## src/rtl/core/tkgd_pkg.sv

```systemverilog
// Package for the touch and key gamepad decoder core.
// Holds sizes, item and register codes, the button rectangle table and the key map.
// Used by tkgd_div and the top-level core under rtl/core; tkgd_ram does not import it.
`timescale 1ns / 1ps

package tkgd_pkg;

  localparam int POINTER_SLOTS = 16;
  localparam int COORD_BITS    = 12;
  localparam int PTR_IDX_W     = $clog2(POINTER_SLOTS);
  localparam int BTN_W         = 10;
  localparam int KIND_W        = 3;
  localparam int ID_W          = 8;
  localparam int KEY_W         = 8;
  localparam int CFG_IDX_W     = 1;

  // Scaled grid is 240x160; both factors stay below 256, so eight extra bits hold the product
  localparam int GRID_W        = 240;
  localparam int GRID_H        = 160;
  localparam int DIVIDEND_W    = COORD_BITS + 8;
  localparam int DIV_CNT_W     = $clog2(DIVIDEND_W);

  localparam logic [BTN_W-1:0] ALL_RELEASED = {BTN_W{1'b1}};

  // Item kinds
  localparam logic [KIND_W-1:0] KIND_TOUCH_DOWN = 3'd0;
  localparam logic [KIND_W-1:0] KIND_TOUCH_MOVE = 3'd1;
  localparam logic [KIND_W-1:0] KIND_TOUCH_UP   = 3'd2;
  localparam logic [KIND_W-1:0] KIND_KEY_DOWN   = 3'd3;
  localparam logic [KIND_W-1:0] KIND_KEY_UP     = 3'd4;

  // Configuration register indexes
  localparam logic [CFG_IDX_W-1:0] REG_SCREEN_WIDTH  = 1'b0;
  localparam logic [CFG_IDX_W-1:0] REG_SCREEN_HEIGHT = 1'b1;

  localparam logic [COORD_BITS-1:0] SCREEN_WIDTH_RST  = COORD_BITS'(240);
  localparam logic [COORD_BITS-1:0] SCREEN_HEIGHT_RST = COORD_BITS'(160);

  // Button masks, bit 0 upward: A, B, Select, Start, Right, Left, Up, Down, R, L
  localparam logic [BTN_W-1:0] BTN_A      = 10'h001;
  localparam logic [BTN_W-1:0] BTN_B      = 10'h002;
  localparam logic [BTN_W-1:0] BTN_SELECT = 10'h004;
  localparam logic [BTN_W-1:0] BTN_START  = 10'h008;
  localparam logic [BTN_W-1:0] BTN_RIGHT  = 10'h010;
  localparam logic [BTN_W-1:0] BTN_LEFT   = 10'h020;
  localparam logic [BTN_W-1:0] BTN_UP     = 10'h040;
  localparam logic [BTN_W-1:0] BTN_DOWN   = 10'h080;
  localparam logic [BTN_W-1:0] BTN_R      = 10'h100;
  localparam logic [BTN_W-1:0] BTN_L      = 10'h200;

  // Key codes
  localparam logic [KEY_W-1:0] KEY_UP_ARROW    = 8'd19;
  localparam logic [KEY_W-1:0] KEY_DOWN_ARROW  = 8'd20;
  localparam logic [KEY_W-1:0] KEY_LEFT_ARROW  = 8'd21;
  localparam logic [KEY_W-1:0] KEY_RIGHT_ARROW = 8'd22;
  localparam logic [KEY_W-1:0] KEY_A_0         = 8'd29;
  localparam logic [KEY_W-1:0] KEY_A_1         = 8'd54;
  localparam logic [KEY_W-1:0] KEY_B_0         = 8'd30;
  localparam logic [KEY_W-1:0] KEY_B_1         = 8'd31;
  localparam logic [KEY_W-1:0] KEY_START_0     = 8'd62;
  localparam logic [KEY_W-1:0] KEY_START_1     = 8'd66;
  localparam logic [KEY_W-1:0] KEY_SELECT_0    = 8'd4;
  localparam logic [KEY_W-1:0] KEY_SELECT_1    = 8'd59;
  localparam logic [KEY_W-1:0] KEY_L           = 8'd45;
  localparam logic [KEY_W-1:0] KEY_R           = 8'd51;

  // Half-open rectangles on the 240x160 grid: left <= x < right, top <= y < bottom
  localparam int NUM_RECTS = 11;
  localparam logic [8:0] RECT_LEFT   [NUM_RECTS] =
    '{9'd184, 9'd124, 9'd184, 9'd8,   9'd60,  9'd120, 9'd60,  9'd32, 9'd88, 9'd184, 9'd232};
  localparam logic [8:0] RECT_RIGHT  [NUM_RECTS] =
    '{9'd232, 9'd172, 9'd232, 9'd56,  9'd108, 9'd168, 9'd108, 9'd80, 9'd136, 9'd232, 9'd256};
  localparam logic [8:0] RECT_TOP    [NUM_RECTS] =
    '{9'd104, 9'd104, 9'd44,  9'd104, 9'd104, 9'd104, 9'd44,  9'd8,  9'd8,  9'd16,  9'd128};
  localparam logic [8:0] RECT_BOTTOM [NUM_RECTS] =
    '{9'd152, 9'd152, 9'd92,  9'd152, 9'd152, 9'd152, 9'd92,  9'd56, 9'd56, 9'd64,  9'd152};
  localparam logic [BTN_W-1:0] RECT_BTN [NUM_RECTS] =
    '{BTN_A, BTN_B, BTN_B, BTN_LEFT, BTN_DOWN, BTN_RIGHT, BTN_UP, BTN_START, BTN_SELECT,
      BTN_L, BTN_R};

  typedef struct packed {
    logic busy;
    logic done;
  } div_status_t;

  // Mask of every button whose rectangle holds the scaled point
  function automatic logic [BTN_W-1:0] rect_hits(input logic [DIVIDEND_W-1:0] tx,
                                                 input logic [DIVIDEND_W-1:0] ty);
    logic [BTN_W-1:0] m;
    m = '0;
    for (int i = 0; i < NUM_RECTS; i++) begin
      if (tx >= DIVIDEND_W'(RECT_LEFT[i]) && tx < DIVIDEND_W'(RECT_RIGHT[i]) &&
          ty >= DIVIDEND_W'(RECT_TOP[i])  && ty < DIVIDEND_W'(RECT_BOTTOM[i])) begin
        m = m | RECT_BTN[i];
      end
    end
    return m;
  endfunction

  function automatic logic [BTN_W-1:0] key_mask(input logic [KEY_W-1:0] code);
    logic [BTN_W-1:0] m;
    case (code)
      KEY_UP_ARROW:                m = BTN_UP;
      KEY_DOWN_ARROW:              m = BTN_DOWN;
      KEY_LEFT_ARROW:              m = BTN_LEFT;
      KEY_RIGHT_ARROW:             m = BTN_RIGHT;
      KEY_A_0, KEY_A_1:            m = BTN_A;
      KEY_B_0, KEY_B_1:            m = BTN_B;
      KEY_START_0, KEY_START_1:    m = BTN_START;
      KEY_SELECT_0, KEY_SELECT_1:  m = BTN_SELECT;
      KEY_L:                       m = BTN_L;
      KEY_R:                       m = BTN_R;
      default:                     m = '0;
    endcase
    return m;
  endfunction

endpackage

```

## src/rtl/core/tkgd_ram.sv

```systemverilog
// Generic single-write, single-read RAM with registered read data.
// No dependencies; contents are undefined until written.
`timescale 1ns / 1ps

module tkgd_ram #(
  parameter int WIDTH = 8,
  parameter int DEPTH = 16
) (
  input  logic                     clk,
  input  logic                     we,
  input  logic [$clog2(DEPTH)-1:0] waddr,
  input  logic [WIDTH-1:0]         wdata,
  input  logic                     re,
  input  logic [$clog2(DEPTH)-1:0] raddr,
  output logic [WIDTH-1:0]         rdata
);

  logic [WIDTH-1:0] mem [DEPTH];
  logic [WIDTH-1:0] rdata_r;

  always_ff @(posedge clk) begin
    if (we) begin
      mem[waddr] <= wdata;
    end
    if (re) begin
      rdata_r <= mem[raddr];
    end
  end

  assign rdata = rdata_r;

endmodule

```

## src/rtl/core/tkgd_div.sv

```systemverilog
// Restoring divider, one quotient bit per cycle, shared by the x and y scaling.
// Depends on tkgd_pkg for the dividend and divisor widths.
`timescale 1ns / 1ps

module tkgd_div
  import tkgd_pkg::*;
(
  input  logic                  clk,
  input  logic                  rst_n,
  input  logic                  start,
  input  logic [DIVIDEND_W-1:0] dividend,
  input  logic [COORD_BITS-1:0] divisor,
  output div_status_t           status,
  output logic [DIVIDEND_W-1:0] quotient
);

  logic [COORD_BITS-1:0] rem_r, rem_nxt;
  logic [DIVIDEND_W-1:0] quo_r, quo_nxt;
  logic [COORD_BITS-1:0] dvs_r;
  logic [DIV_CNT_W-1:0]  cnt_r;
  logic                  busy_r, done_r;
  logic [COORD_BITS:0]   rem_sh, diff;
  logic                  ge;

  always_comb begin
    rem_sh  = {rem_r, quo_r[DIVIDEND_W-1]};
    ge      = rem_sh >= {1'b0, dvs_r};
    diff    = rem_sh - {1'b0, dvs_r};
    rem_nxt = ge ? diff[COORD_BITS-1:0] : rem_sh[COORD_BITS-1:0];
    quo_nxt = {quo_r[DIVIDEND_W-2:0], ge};
  end

  always_ff @(posedge clk) begin
    if (!rst_n) begin
      busy_r <= 1'b0;
      done_r <= 1'b0;
      cnt_r  <= '0;
    end else begin
      done_r <= 1'b0;
      if (start) begin
        rem_r  <= '0;
        quo_r  <= dividend;
        dvs_r  <= divisor;
        cnt_r  <= '0;
        busy_r <= 1'b1;
      end else if (busy_r) begin
        rem_r <= rem_nxt;
        quo_r <= quo_nxt;
        cnt_r <= cnt_r + 1'b1;
        if (cnt_r == DIV_CNT_W'(DIVIDEND_W - 1)) begin
          busy_r <= 1'b0;
          done_r <= 1'b1;
        end
      end
    end
  end

  assign status.busy = busy_r;
  assign status.done = done_r;
  assign quotient    = quo_r;

endmodule

```

## src/rtl/core/touch_and_key_gamepad_decoder_core.sv

```systemverilog
// Touch and key gamepad decoder: top level with the sequencer, pointer table and button word.
// Key and unknown items give their result in the cycle after the input beat. A touch item
// walks all 16 pointer slots unless the screen width or height is zero; an active slot takes
// the table read plus an x and a y divide on the shared divider, an inactive one is only checked.
// One item at a time; in_ready is low until the result beat is taken.
// Reset (rst_n low, synchronous): all pointers inactive, word all released, screen 240x160.
`timescale 1ns / 1ps

module touch_and_key_gamepad_decoder_core
  import tkgd_pkg::*;
(
  input  logic                  clk,
  input  logic                  rst_n,
  input  logic                  in_valid,
  output logic                  in_ready,
  input  logic [KIND_W-1:0]     in_kind,
  input  logic [ID_W-1:0]       in_pointer_id,
  input  logic [COORD_BITS-1:0] in_x_coord,
  input  logic [COORD_BITS-1:0] in_y_coord,
  input  logic [KEY_W-1:0]      in_key_code,
  output logic                  out_valid,
  input  logic                  out_ready,
  output logic [BTN_W-1:0]      out_button_word,
  input  logic                  cfg_valid,
  output logic                  cfg_ready,
  input  logic [CFG_IDX_W-1:0]  cfg_index,
  input  logic [COORD_BITS-1:0] cfg_wdata
);

  localparam logic [2:0] ST_IDLE  = 3'd0;
  localparam logic [2:0] ST_SCAN  = 3'd1;
  localparam logic [2:0] ST_LOADX = 3'd2;
  localparam logic [2:0] ST_DIVX  = 3'd3;
  localparam logic [2:0] ST_DIVY  = 3'd4;
  localparam logic [2:0] ST_OUT   = 3'd5;

  localparam logic [PTR_IDX_W-1:0] LAST_SLOT = PTR_IDX_W'(POINTER_SLOTS - 1);

  logic [2:0]                  state_r, state_nxt;
  logic [PTR_IDX_W-1:0]        slot_r, slot_nxt;
  logic [POINTER_SLOTS-1:0]    active_r, active_nxt;
  logic [BTN_W-1:0]            buttons_r, buttons_nxt;
  logic [COORD_BITS-1:0]       width_r, height_r;
  logic [COORD_BITS-1:0]       y_r, y_nxt;
  logic [DIVIDEND_W-1:0]       tx_r, tx_nxt;

  logic                        in_fire, slot_ok;
  logic [PTR_IDX_W-1:0]        in_slot;
  logic                        ram_we, ram_re;
  logic [2*COORD_BITS-1:0]     ram_rdata;
  logic                        div_start;
  logic [DIVIDEND_W-1:0]       div_dividend, div_quo;
  logic [COORD_BITS-1:0]       div_divisor;
  div_status_t                 div_st;

  assign in_fire   = in_valid && in_ready;
  assign in_ready  = (state_r == ST_IDLE);
  assign out_valid = (state_r == ST_OUT);
  assign out_button_word = buttons_r;
  assign cfg_ready = 1'b1;

  assign slot_ok = in_pointer_id < ID_W'(POINTER_SLOTS);
  assign in_slot = in_pointer_id[PTR_IDX_W-1:0];
  assign ram_we  = in_fire && slot_ok &&
                   (in_kind == KIND_TOUCH_DOWN || in_kind == KIND_TOUCH_MOVE);
  assign ram_re  = (state_r == ST_SCAN) && active_r[slot_r];

  tkgd_ram #(
    .WIDTH (2 * COORD_BITS),
    .DEPTH (POINTER_SLOTS)
  ) u_ptr_ram (
    .clk   (clk),
    .we    (ram_we),
    .waddr (in_slot),
    .wdata ({in_y_coord, in_x_coord}),
    .re    (ram_re),
    .raddr (slot_r),
    .rdata (ram_rdata)
  );

  tkgd_div u_div (
    .clk      (clk),
    .rst_n    (rst_n),
    .start    (div_start),
    .dividend (div_dividend),
    .divisor  (div_divisor),
    .status   (div_st),
    .quotient (div_quo)
  );

  always_comb begin
    state_nxt    = state_r;
    slot_nxt     = slot_r;
    active_nxt   = active_r;
    buttons_nxt  = buttons_r;
    y_nxt        = y_r;
    tx_nxt       = tx_r;
    div_start    = 1'b0;
    div_dividend = DIVIDEND_W'(ram_rdata[COORD_BITS-1:0]) * DIVIDEND_W'(GRID_W);
    div_divisor  = width_r;

    unique case (state_r)
      ST_IDLE: begin
        if (in_fire) begin
          state_nxt = ST_OUT;
          slot_nxt  = '0;
          unique case (in_kind)
            KIND_TOUCH_DOWN, KIND_TOUCH_MOVE, KIND_TOUCH_UP: begin
              if (slot_ok && in_kind == KIND_TOUCH_DOWN) active_nxt[in_slot] = 1'b1;
              if (slot_ok && in_kind == KIND_TOUCH_UP)   active_nxt[in_slot] = 1'b0;
              // Rebuild from scratch: key presses are dropped
              buttons_nxt = ALL_RELEASED;
              if (width_r != '0 && height_r != '0) state_nxt = ST_SCAN;
            end
            KIND_KEY_DOWN: buttons_nxt = buttons_r & ~key_mask(in_key_code);
            KIND_KEY_UP:   buttons_nxt = buttons_r | key_mask(in_key_code);
            default: ;
          endcase
        end
      end
      ST_SCAN: begin
        if (active_r[slot_r]) begin
          state_nxt = ST_LOADX;
        end else if (slot_r == LAST_SLOT) begin
          state_nxt = ST_OUT;
        end else begin
          slot_nxt = slot_r + 1'b1;
        end
      end
      ST_LOADX: begin
        // Read data is here: hold y, start the x divide
        y_nxt     = ram_rdata[2*COORD_BITS-1:COORD_BITS];
        div_start = 1'b1;
        state_nxt = ST_DIVX;
      end
      ST_DIVX: begin
        div_dividend = DIVIDEND_W'(y_r) * DIVIDEND_W'(GRID_H);
        div_divisor  = height_r;
        if (div_st.done) begin
          tx_nxt    = div_quo;
          div_start = 1'b1;
          state_nxt = ST_DIVY;
        end
      end
      ST_DIVY: begin
        if (div_st.done) begin
          buttons_nxt = buttons_r & ~rect_hits(tx_r, div_quo);
          if (slot_r == LAST_SLOT) begin
            state_nxt = ST_OUT;
          end else begin
            slot_nxt  = slot_r + 1'b1;
            state_nxt = ST_SCAN;
          end
        end
      end
      ST_OUT: begin
        if (out_ready) state_nxt = ST_IDLE;
      end
      default: state_nxt = ST_IDLE;
    endcase
  end

  always_ff @(posedge clk) begin
    if (!rst_n) begin
      state_r   <= ST_IDLE;
      slot_r    <= '0;
      active_r  <= '0;
      buttons_r <= ALL_RELEASED;
      width_r   <= SCREEN_WIDTH_RST;
      height_r  <= SCREEN_HEIGHT_RST;
    end else begin
      state_r   <= state_nxt;
      slot_r    <= slot_nxt;
      active_r  <= active_nxt;
      buttons_r <= buttons_nxt;
      if (cfg_valid && cfg_ready) begin
        unique case (cfg_index)
          REG_SCREEN_WIDTH:  width_r  <= cfg_wdata;
          REG_SCREEN_HEIGHT: height_r <= cfg_wdata;
          default: ;
        endcase
      end
    end
  end

  always_ff @(posedge clk) begin
    y_r  <= y_nxt;
    tx_r <= tx_nxt;
  end

  // The input and result sides never overlap
  a_one_side: assert property (@(posedge clk) disable iff (!rst_n)
    !(in_ready && out_valid))
    else $error("input ready while a result is pending");

  // The divider is only started when it is free
  a_div_free: assert property (@(posedge clk) disable iff (!rst_n)
    div_start |-> !div_st.busy)
    else $error("divider started while busy");

  // A taken result returns the block to idle
  a_back_idle: assert property (@(posedge clk) disable iff (!rst_n)
    (out_valid && out_ready) |=> in_ready)
    else $error("block not idle after result beat");

  // The x divide is never started without a table read just before it
  a_read_first: assert property (@(posedge clk) disable iff (!rst_n)
    (state_r == ST_LOADX) |-> $past(ram_re))
    else $error("x divide started without a pointer read");

endmodule
```

## config.mk

```make
export PLATFORM = sky130hd
export DESIGN_NAME = touch_and_key_gamepad_decoder_core
export DESIGN_NICKNAME = d
export VERILOG_FILES = /design/src/rtl/core/tkgd_pkg.sv /design/src/rtl/core/tkgd_ram.sv /design/src/rtl/core/tkgd_div.sv /design/src/rtl/core/touch_and_key_gamepad_decoder_core.sv
export SDC_FILE = /design/constraint.sdc
export NUM_CORES = 1
export LEC_CHECK = 0
export ABC_AREA = 1
export BUFFER_PORTS_ARGS = -buffer_cell sky130_fd_sc_hd__buf_2
export CORE_ASPECT_RATIO = 0.9
export CORE_MARGIN = 5
export CORE_UTILIZATION = 40
export CTS_BUF_LIST = sky130_fd_sc_hd__clkbuf_8
export DETAILED_ROUTE_END_ITERATION = 12
export PLACE_DENSITY = 0.54
export SYNTH_ARGS = -nofsm -noshare
export SYNTH_HDL_FRONTEND = slang
export SYNTH_SLANG_ARGS = --single-unit
export TNS_END_PERCENT = 5
```

## constraint.sdc

```tcl
create_clock -name clk -period 4.75 [get_ports clk]
set_clock_uncertainty 0.2 [all_clocks]
set_input_delay 0.95 -clock clk [delete_from_list [all_inputs] [get_ports clk]]
set_output_delay 0.95 -clock clk [all_outputs]
set_load 0.03 [all_outputs]
```

==> results of run 1 <==
-- stage by stage --
step                      total power, W  utilization  setup slack, ns  cells  cell area (um^2)
after floorplan                  0.00776            -            0.618   2345             24900
after global placement           0.00869        0.429            0.932   3187             26400
after detailed placement         0.00872        0.429            0.967   3187             26400
after CTS                         0.0126        0.456             1.32   3352             28000
after global routing              0.0132        0.456             1.10   3352             28000
final                             0.0125        0.456             1.31   3352             28000
-- power breakdown --
| part | switching (W) | internal [W] | total, W |
|---|---|---|---|
| Combinational | 0.00217 | 0.000948 | 0.00311 |
| Sequential | 0.000126 | 0.00538 | 0.00551 |
| Clock | 0.00192 | 0.00191 | 0.00383 |
-- cells in the final DEF (no fill, tap or decap), types with 4 or more instances in the layout --
| master | n |
|---|---|
| nand2_1 | 315 |
| nand4_1 | 23 |
| a31oi_1 | 7 |
| clkbuf_8 | 94 |
| o21ai_1 | 4 |
| inv_4 | 4 |
| a21oi_2 | 9 |
| xor2_1 | 8 |
| edfxtp_1 | 482 |
| buf_2 | 72 |
| dfxtp_1 | 61 |
| fa_1 | 23 |
| nor2_1 | 343 |
| o221ai_1 | 40 |
| clkinv_2 | 12 |
| xnor2_1 | 7 |
| o21ai_0 | 275 |
| nor2_4 | 18 |
| inv_1 | 224 |
| o22ai_1 | 60 |
| nand3b_1 | 4 |
| clkinv_1 | 27 |
| nand3_1 | 130 |
| o211ai_1 | 24 |
| nor3_1 | 20 |
| nand3_2 | 9 |
| buf_4 | 35 |
| a21oi_1 | 81 |
| ha_1 | 53 |
| inv_2 | 5 |
-- kinds of logic (layout without fill, tap and decap cells) --
kind of cell,Yosys count,count (layout),share of synthesized area
AOI/OAI and AO/OA,511,511,0.117
buffers and inverters,313,484,0.0491
xor gates and xnor gates,15,15,0.00527
other,1,1,0.000150
and+or+nand+nor,883,883,0.151
adders and majority gates,76,76,0.0451
DFF,546,546,0.632
-- area by class of cell --
cell class,instances,area share
multi-input cells,1486,0.288
well taps,836,0.0373
clock inverters,71,0.0134
flip-flops and latches,546,0.563
inverters,210,0.0288
repair buffers,109,0.0237
clock buffers,94,0.0462
-- per-layer routing --
metal / global-route usage / vias up
met5: 0 / -
met4: 0.0538 / 2
met3: 0.0334 / 116
met2: 0.322 / 456
met1: 0.266 / 8660
li1: - / 8471
-- flip-flops by register name (all words and copies together), names as in the netlist --
register,cells
height_r,12
y_r,12
u_div.rem_r,12
u_ptr_ram.rdata,24
active_r,16
slot_r,4
u_div.busy_r,1
out_button_word,10
width_r,12
u_ptr_ram.mem,384
tx_r,18
u_div.dvs_r,12
u_div.quotient,20
u_div.cnt_r,5
state_r,3
u_div.done_r,1
-- how the worst max path moves through the flow --
| stage | startpoint | endpoint | slack (ns) | cells after the start |
|---|---|---|---|---|
| finish | u_ptr_ram.rdata[7] | u_div.quotient[19] | 1.31 | 11 |
| global route | u_ptr_ram.rdata[3] | u_div.quotient[13] | 1.10 | 14 |
| CTS | u_ptr_ram.rdata[7] | u_div.quotient[17] | 1.32 | 13 |
| detailed placement | in_pointer_id[4] | u_ptr_ram.mem[13][1] | 0.97 | 7 |
| global placement | in_pointer_id[4] | u_ptr_ram.mem[13][23] | 0.93 | 7 |
| floorplan | state_r[1] | u_div.quotient[0] | 0.62 | 7 |
==> impl_metrics.csv, run 1 <==
group,metric,value,unit
status,status,"completed",
worst_setup_path,start_kind,"flop",
place,gp_congestion,0.810,
drt,viasPerCell,5.28,
timing,slew_headroom,0.155,
timing,rsz0062_at_grt,"false",
floorplan,num_rows,86,
drt,top_layer,"met5",
clocking,clk_latency,0.68,ns
min_path,whs_path_depth,0,
pwr,ir_drop,244,uV
floorplan,initial_core_util,0.406,
drt,m1WireLength,29800,um
clocking,h-tree-depth,3,
place,port_buffers,72,
timing,period_share,0.723,
timing,whs,0.218,ns
synth,synth_top_area_cell,"edfxtp_1",
worst_setup_path,cp.required,4.94,ns
worst_setup_path,crit_arrival,3.63,ns
flow_run,cap_viol_max_count,0,
final_layout,drive_above_1_share,0.114,
floorplan,die_y,247,um
synth,synth-seq-area-share,0.632,
worst_setup_path,timing.rr.start,"u_ptr_ram.rdata[7]",
worst_setup_path,crit_top_cell,"a21oi_1",
synth,synth_area_per_cell,10.6,um^2
synth,synth_ff_type,"edfxtp_1",
final_layout,nNetsFinal,2581,
clocking,clock_sinks,546,
floorplan,die_area,67400,um^2
place,dp_hpwl,40700,um
clocking,cts_made_buffers,91,
synth,syn-cell-area,24900,um^2
timing,fin_crit,3.44,ns
worst_setup_path,crit_path_top_delay_cell,"fa_1",
pwr,pwr_density_cell,444,nW/um^2
drt,first_pass_iters,5,
worst_setup_path,crit_chain,"inv_1, fa_1, fa_1, inv_1, ha_1, a21oi_1, o21ai_0, a21oi_1, nand3b_1, nand3_1, a21oi_1",
drt,wl_per_cell,19.8,um
worst_setup_path,critPathBufInv,2,
drt,wl_met2,31700,um
drt,wirelength,66500,um
worst_setup_path,r2r.worst_path.cells,11,
global_routing,grt_pass1_vias,17346,
drt,drtAntennaViolNets,0,
global_routing,grtUsageTotal,0.194,
timing,hold_viol_final,0,
pwr,leakagePower,10.3,nW
clocking,hold_buffers,0,
timing,slew_violations,0,
global_routing,grt_overflow,0,
clocking,clkTransAtPathRegs,0.06,ns
min_path,hold_path_class,"reg -> reg",
clocking,cts-root-buf,"clkbuf_8",
global_routing,grt_pass1_wl,102000,um
clocking,tritoncts,"done",
final_layout,fillers,5823,
drt,routed-via-count,17705,
clocking,postCtsSetupRepairBufs,0,
floorplan,core_region_area,61400,um^2
synth,synth_common_cells,"edfxtp_1 (482), nor2_1 (359), nand2_1 (315)",
final_layout,insertedDiodeCount,0,
floorplan,pin_count,74,
synth,synth-edff-count,482,
synth,async_flop_share,0,
synth,ys_types,51,
synth,yosys_warnings,0,
timing,finalSetupViolCount,0,
worst_setup_path,path_max_fanout,4,
min_path,hold_start,"u_ptr_ram.rdata[20]",
min_path,hold_path_end,"y_r[8]",
worst_setup_path,rrSetupSlack,1.31,ns
clocking,ctsResizeCount,0,
worst_setup_path,crit_type,"reg -> reg",
synth,yosys.area.top_type_share,0.581,
synth,synth.most_common_cell,"edfxtp_1",
synth,ys_seq_elements,546,
clocking,cts_max_path_buffers,3,
worst_setup_path,max_stage_delay,0.51,ns
synth,synth_nets,2482,
floorplan,dieWidth,273,um
worst_setup_path,crit_family,"adder cells",
worst_setup_path,end_kind,"flop",
final_layout,regArea,15800,um^2
worst_setup_path,rr_endpoint,"u_div.quotient[19]",
global_routing,grt_max_degree,166,
timing,setup-tns-final,0,ns
timing,max_freq,0.291,GHz
synth,netlist_top_cells_area,"edfxtp_1 (58%), o21ai_0 (5.5%), nor2_1 (5.4%)",
timing,tightest_slew,1.26,ns
drt,drt_iter0_markers,1488,
drt,dr_wl_met3,3530,um
final_layout,multi_input_area,8080,um^2
synth,syn_inst,2345,
global_routing,antenna_found_initial,4,
final_layout,areaGrowthSynthToFinish,12.4,%
drt,drc,0,
No activity file was read; power rests on OpenSTA's default activity.
==> inputs of run 2 (changes only) <==
- clock period: 4.75 -> 3.15 ns (I/O delays scaled with it)
==> run 2 against run 1 <==
The run now ends with setup timing left. Register-to-register slack worse by 1.3 ns. Combinational power up 67%. Cell area up 3.3%. Count of clock-buffer cells in the layout up 6. Worst setup slack worse by 1.3 ns. Flip-flop and latch count unchanged. Global-route usage about the same. Utilization up 1.5 points. Wire length down 0.56%. First-iteration DRC count down 4.6%. Sequential power up 50%. Via count up 1.2%.
==> impl_metrics.csv, run 2 (synthesis gave the netlist of run 1 again) <==
group,metric,value,unit
clocking,tritoncts,"done",
worst_setup_path,crit_arrival,3.34,ns
final_layout,regArea,15800,um^2
clocking,cts_made_buffers,91,
global_routing,grtUsageTotal,0.194,
flow_run,cap_viol_max_count,0,
drt,drt_iter0_markers,1420,
timing,max_freq,0.316,GHz
drt,first_pass_iters,5,
global_routing,grt_max_degree,118,
clocking,clk_latency,0.69,ns
clocking,h-tree-depth,3,
drt,drtAntennaViolNets,0,
clocking,clkTransAtPathRegs,0.06,ns
floorplan,die_y,247,um
final_layout,layout_commonest_cell,"edfxtp_1",
global_routing,grt_overflow,0,
floorplan,num_rows,86,
min_path,hold_path_class,"in -> reg",
final_layout,nNetsFinal,2640,
worst_setup_path,critPathBufInv,2,
drt,viasPerCell,5.25,
clocking,cts-root-buf,"clkbuf_8",
worst_setup_path,crit_type,"reg -> reg",
final_layout,multi_input_area,8230,um^2
drt,routed-via-count,17913,
timing,slew_headroom,0.555,
pwr,pwr_density_cell,672,nW/um^2
floorplan,dieWidth,273,um
worst_setup_path,max_stage_delay,0.60,ns
final_layout,largest_reg_flops,384,
pwr,power,0.0194,W
worst_setup_path,crit_chain,"fa_1, fa_1, buf_4, ha_4, nand3_2, nand2_2, nand2_2, nand2_2, buf_4, nand2_1, nand2_1, nand2_1, nand3_1, a31oi_1",
final_layout,drive_above_1_share,0.146,
place,dp_hpwl,38500,um
place,port_buffers,72,
pwr,leakagePower,10.7,nW
final_layout,areaGrowthSynthToFinish,16.1,%
timing,period_share,1.00,
timing,whs,0.0950,ns
worst_setup_path,crit_path_top_delay_cell,"fa_1",
timing,finalSetupViolCount,2,
global_routing,grt_pass1_wl,102000,um
final_layout,largest-register,"u_ptr_ram.mem",
clocking,cts_max_path_buffers,3,
timing,tightest_slew,0.665,ns
worst_setup_path,end_kind,"flop",
timing,setup-tns-final,-0.0186,ns
drt,drc,0,
floorplan,die_area,67400,um^2
final_layout,final_cell_mix,"edfxtp_1 (482), nor2_1 (339), nand2_1 (310), o21ai_0 (269), inv_1 (209)",
floorplan,pin_count,74,
clocking,clock_sinks,546,
drt,wirelength,66100,um
floorplan,core_region_area,61400,um^2
worst_setup_path,path_max_fanout,4,
place,gp_congestion,0.835,
final_layout,fillers,5703,
timing,fin_ws,-0.0103,ns
worst_setup_path,start_kind,"flop",
global_routing,grt_pass1_vias,17574,
timing,rsz0062_at_grt,"true",
drt,wl_per_cell,19.4,um
timing,hold_viol_final,0,
worst_setup_path,crit_family,"adder cells",
global_routing,antenna_found_initial,6,
floorplan,initial_core_util,0.406,
timing,fin_crit,3.16,ns
status,status,"finished with violations",
status,violations,"setup timing",
timing,slew_violations,0,
worst_setup_path,cp.required,3.33,ns
pwr,ir_drop,422,uV
==> run 2: cell types whose count changed in the layout (fill, tap and decap cells not counted), moves of 5 or more <==
| cell | previous run | this run |
|---|---|---|
| buf_4 | 35 | 64 |
| buf_12 | 2 | 21 |
| inv_1 | 224 | 209 |
| inv_2 | 5 | 17 |
| dlygate4sd3_1 | 0 | 11 |
| clkbuf_8 | 94 | 100 |
| ha_1 | 53 | 47 |
| ha_4 | 0 | 6 |
| o21ai_0 | 275 | 269 |
| a21oi_1 | 81 | 76 |
| a21oi_2 | 9 | 14 |
| nand2_1 | 315 | 310 |
| nand2_2 | 2 | 7 |
==> run 2: timing repair <==
action / CTS / global route
setup buffers: 3 / 5
endpoints found under the setup margin: 9 / 11
hold buffers: 11 / 0
pin swaps: 3 / 13
hold endpoints to repair: 18 / 0
gates resized for setup: 18 / 25
==> run 2: metrics by stage <==
| step | setup slack (ns) | instances | util | cell area [um^2] |
|---|---|---|---|---|
| final | -0.0103 | 3414 | 0.471 | 28900 |
| after global routing | -0.195 | 3414 | 0.471 | 28900 |
| after CTS | -0.0510 | 3407 | 0.469 | 28800 |
| after detailed placement | -0.127 | 3227 | 0.438 | 26900 |
| after global placement | -0.0762 | 3227 | 0.438 | 26900 |
| after floorplan | 0.0801 | 2345 | - | 24900 |
==> run 2: final timing paths <==
path,from,to,slack [ns],depth (start not counted)
worst min register to register,u_ptr_ram.rdata[22],y_r[10],0.22,0
worst max register to register,u_ptr_ram.rdata[0],u_div.quotient[15],-0.01,14
worst max-delay path,u_ptr_ram.rdata[0],u_div.quotient[15],-0.01,14
worst min-delay path,cfg_wdata[9],height_r[9],0.1,3
==> run 2: worst reg2reg max path: stages (launching register included) <==
cell      delay (ns)
edfxtp_1        0.42
fa_1            0.60
fa_1            0.46
buf_4           0.16
ha_4            0.26
nand3_2         0.08
nand2_2         0.13
nand2_2         0.07
nand2_2         0.10
buf_4           0.11
nand2_1         0.05
nand2_1         0.06
nand2_1         0.05
nand3_1         0.06
a31oi_1         0.07
==> run 2: layout make-up <==
type / instances / share of cell area
antenna: 2 / 0.000173
timing repair buffer: 168 / 0.0474
clock inverter: 66 / 0.0118
multi-input combinational: 1486 / 0.284
tap: 836 / 0.0361
inverter: 210 / 0.0278
sequential: 546 / 0.545
clock buffer: 100 / 0.0476
==> run 2: power by group <==
| part | total, W | internal (W) | switching [W] |
|---|---|---|---|
| Combinational | 0.00520 | 0.00184 | 0.00336 |
| Sequential | 0.00826 | 0.00812 | 0.000142 |
| Clock | 0.00598 | 0.00303 | 0.00295 |
==> run 2: metal layers <==
metal  GRT usage  share of wire
met5           0              0
met4      0.0559          0.025
met2       0.325           0.48
met3      0.0350          0.052
met1       0.261           0.44
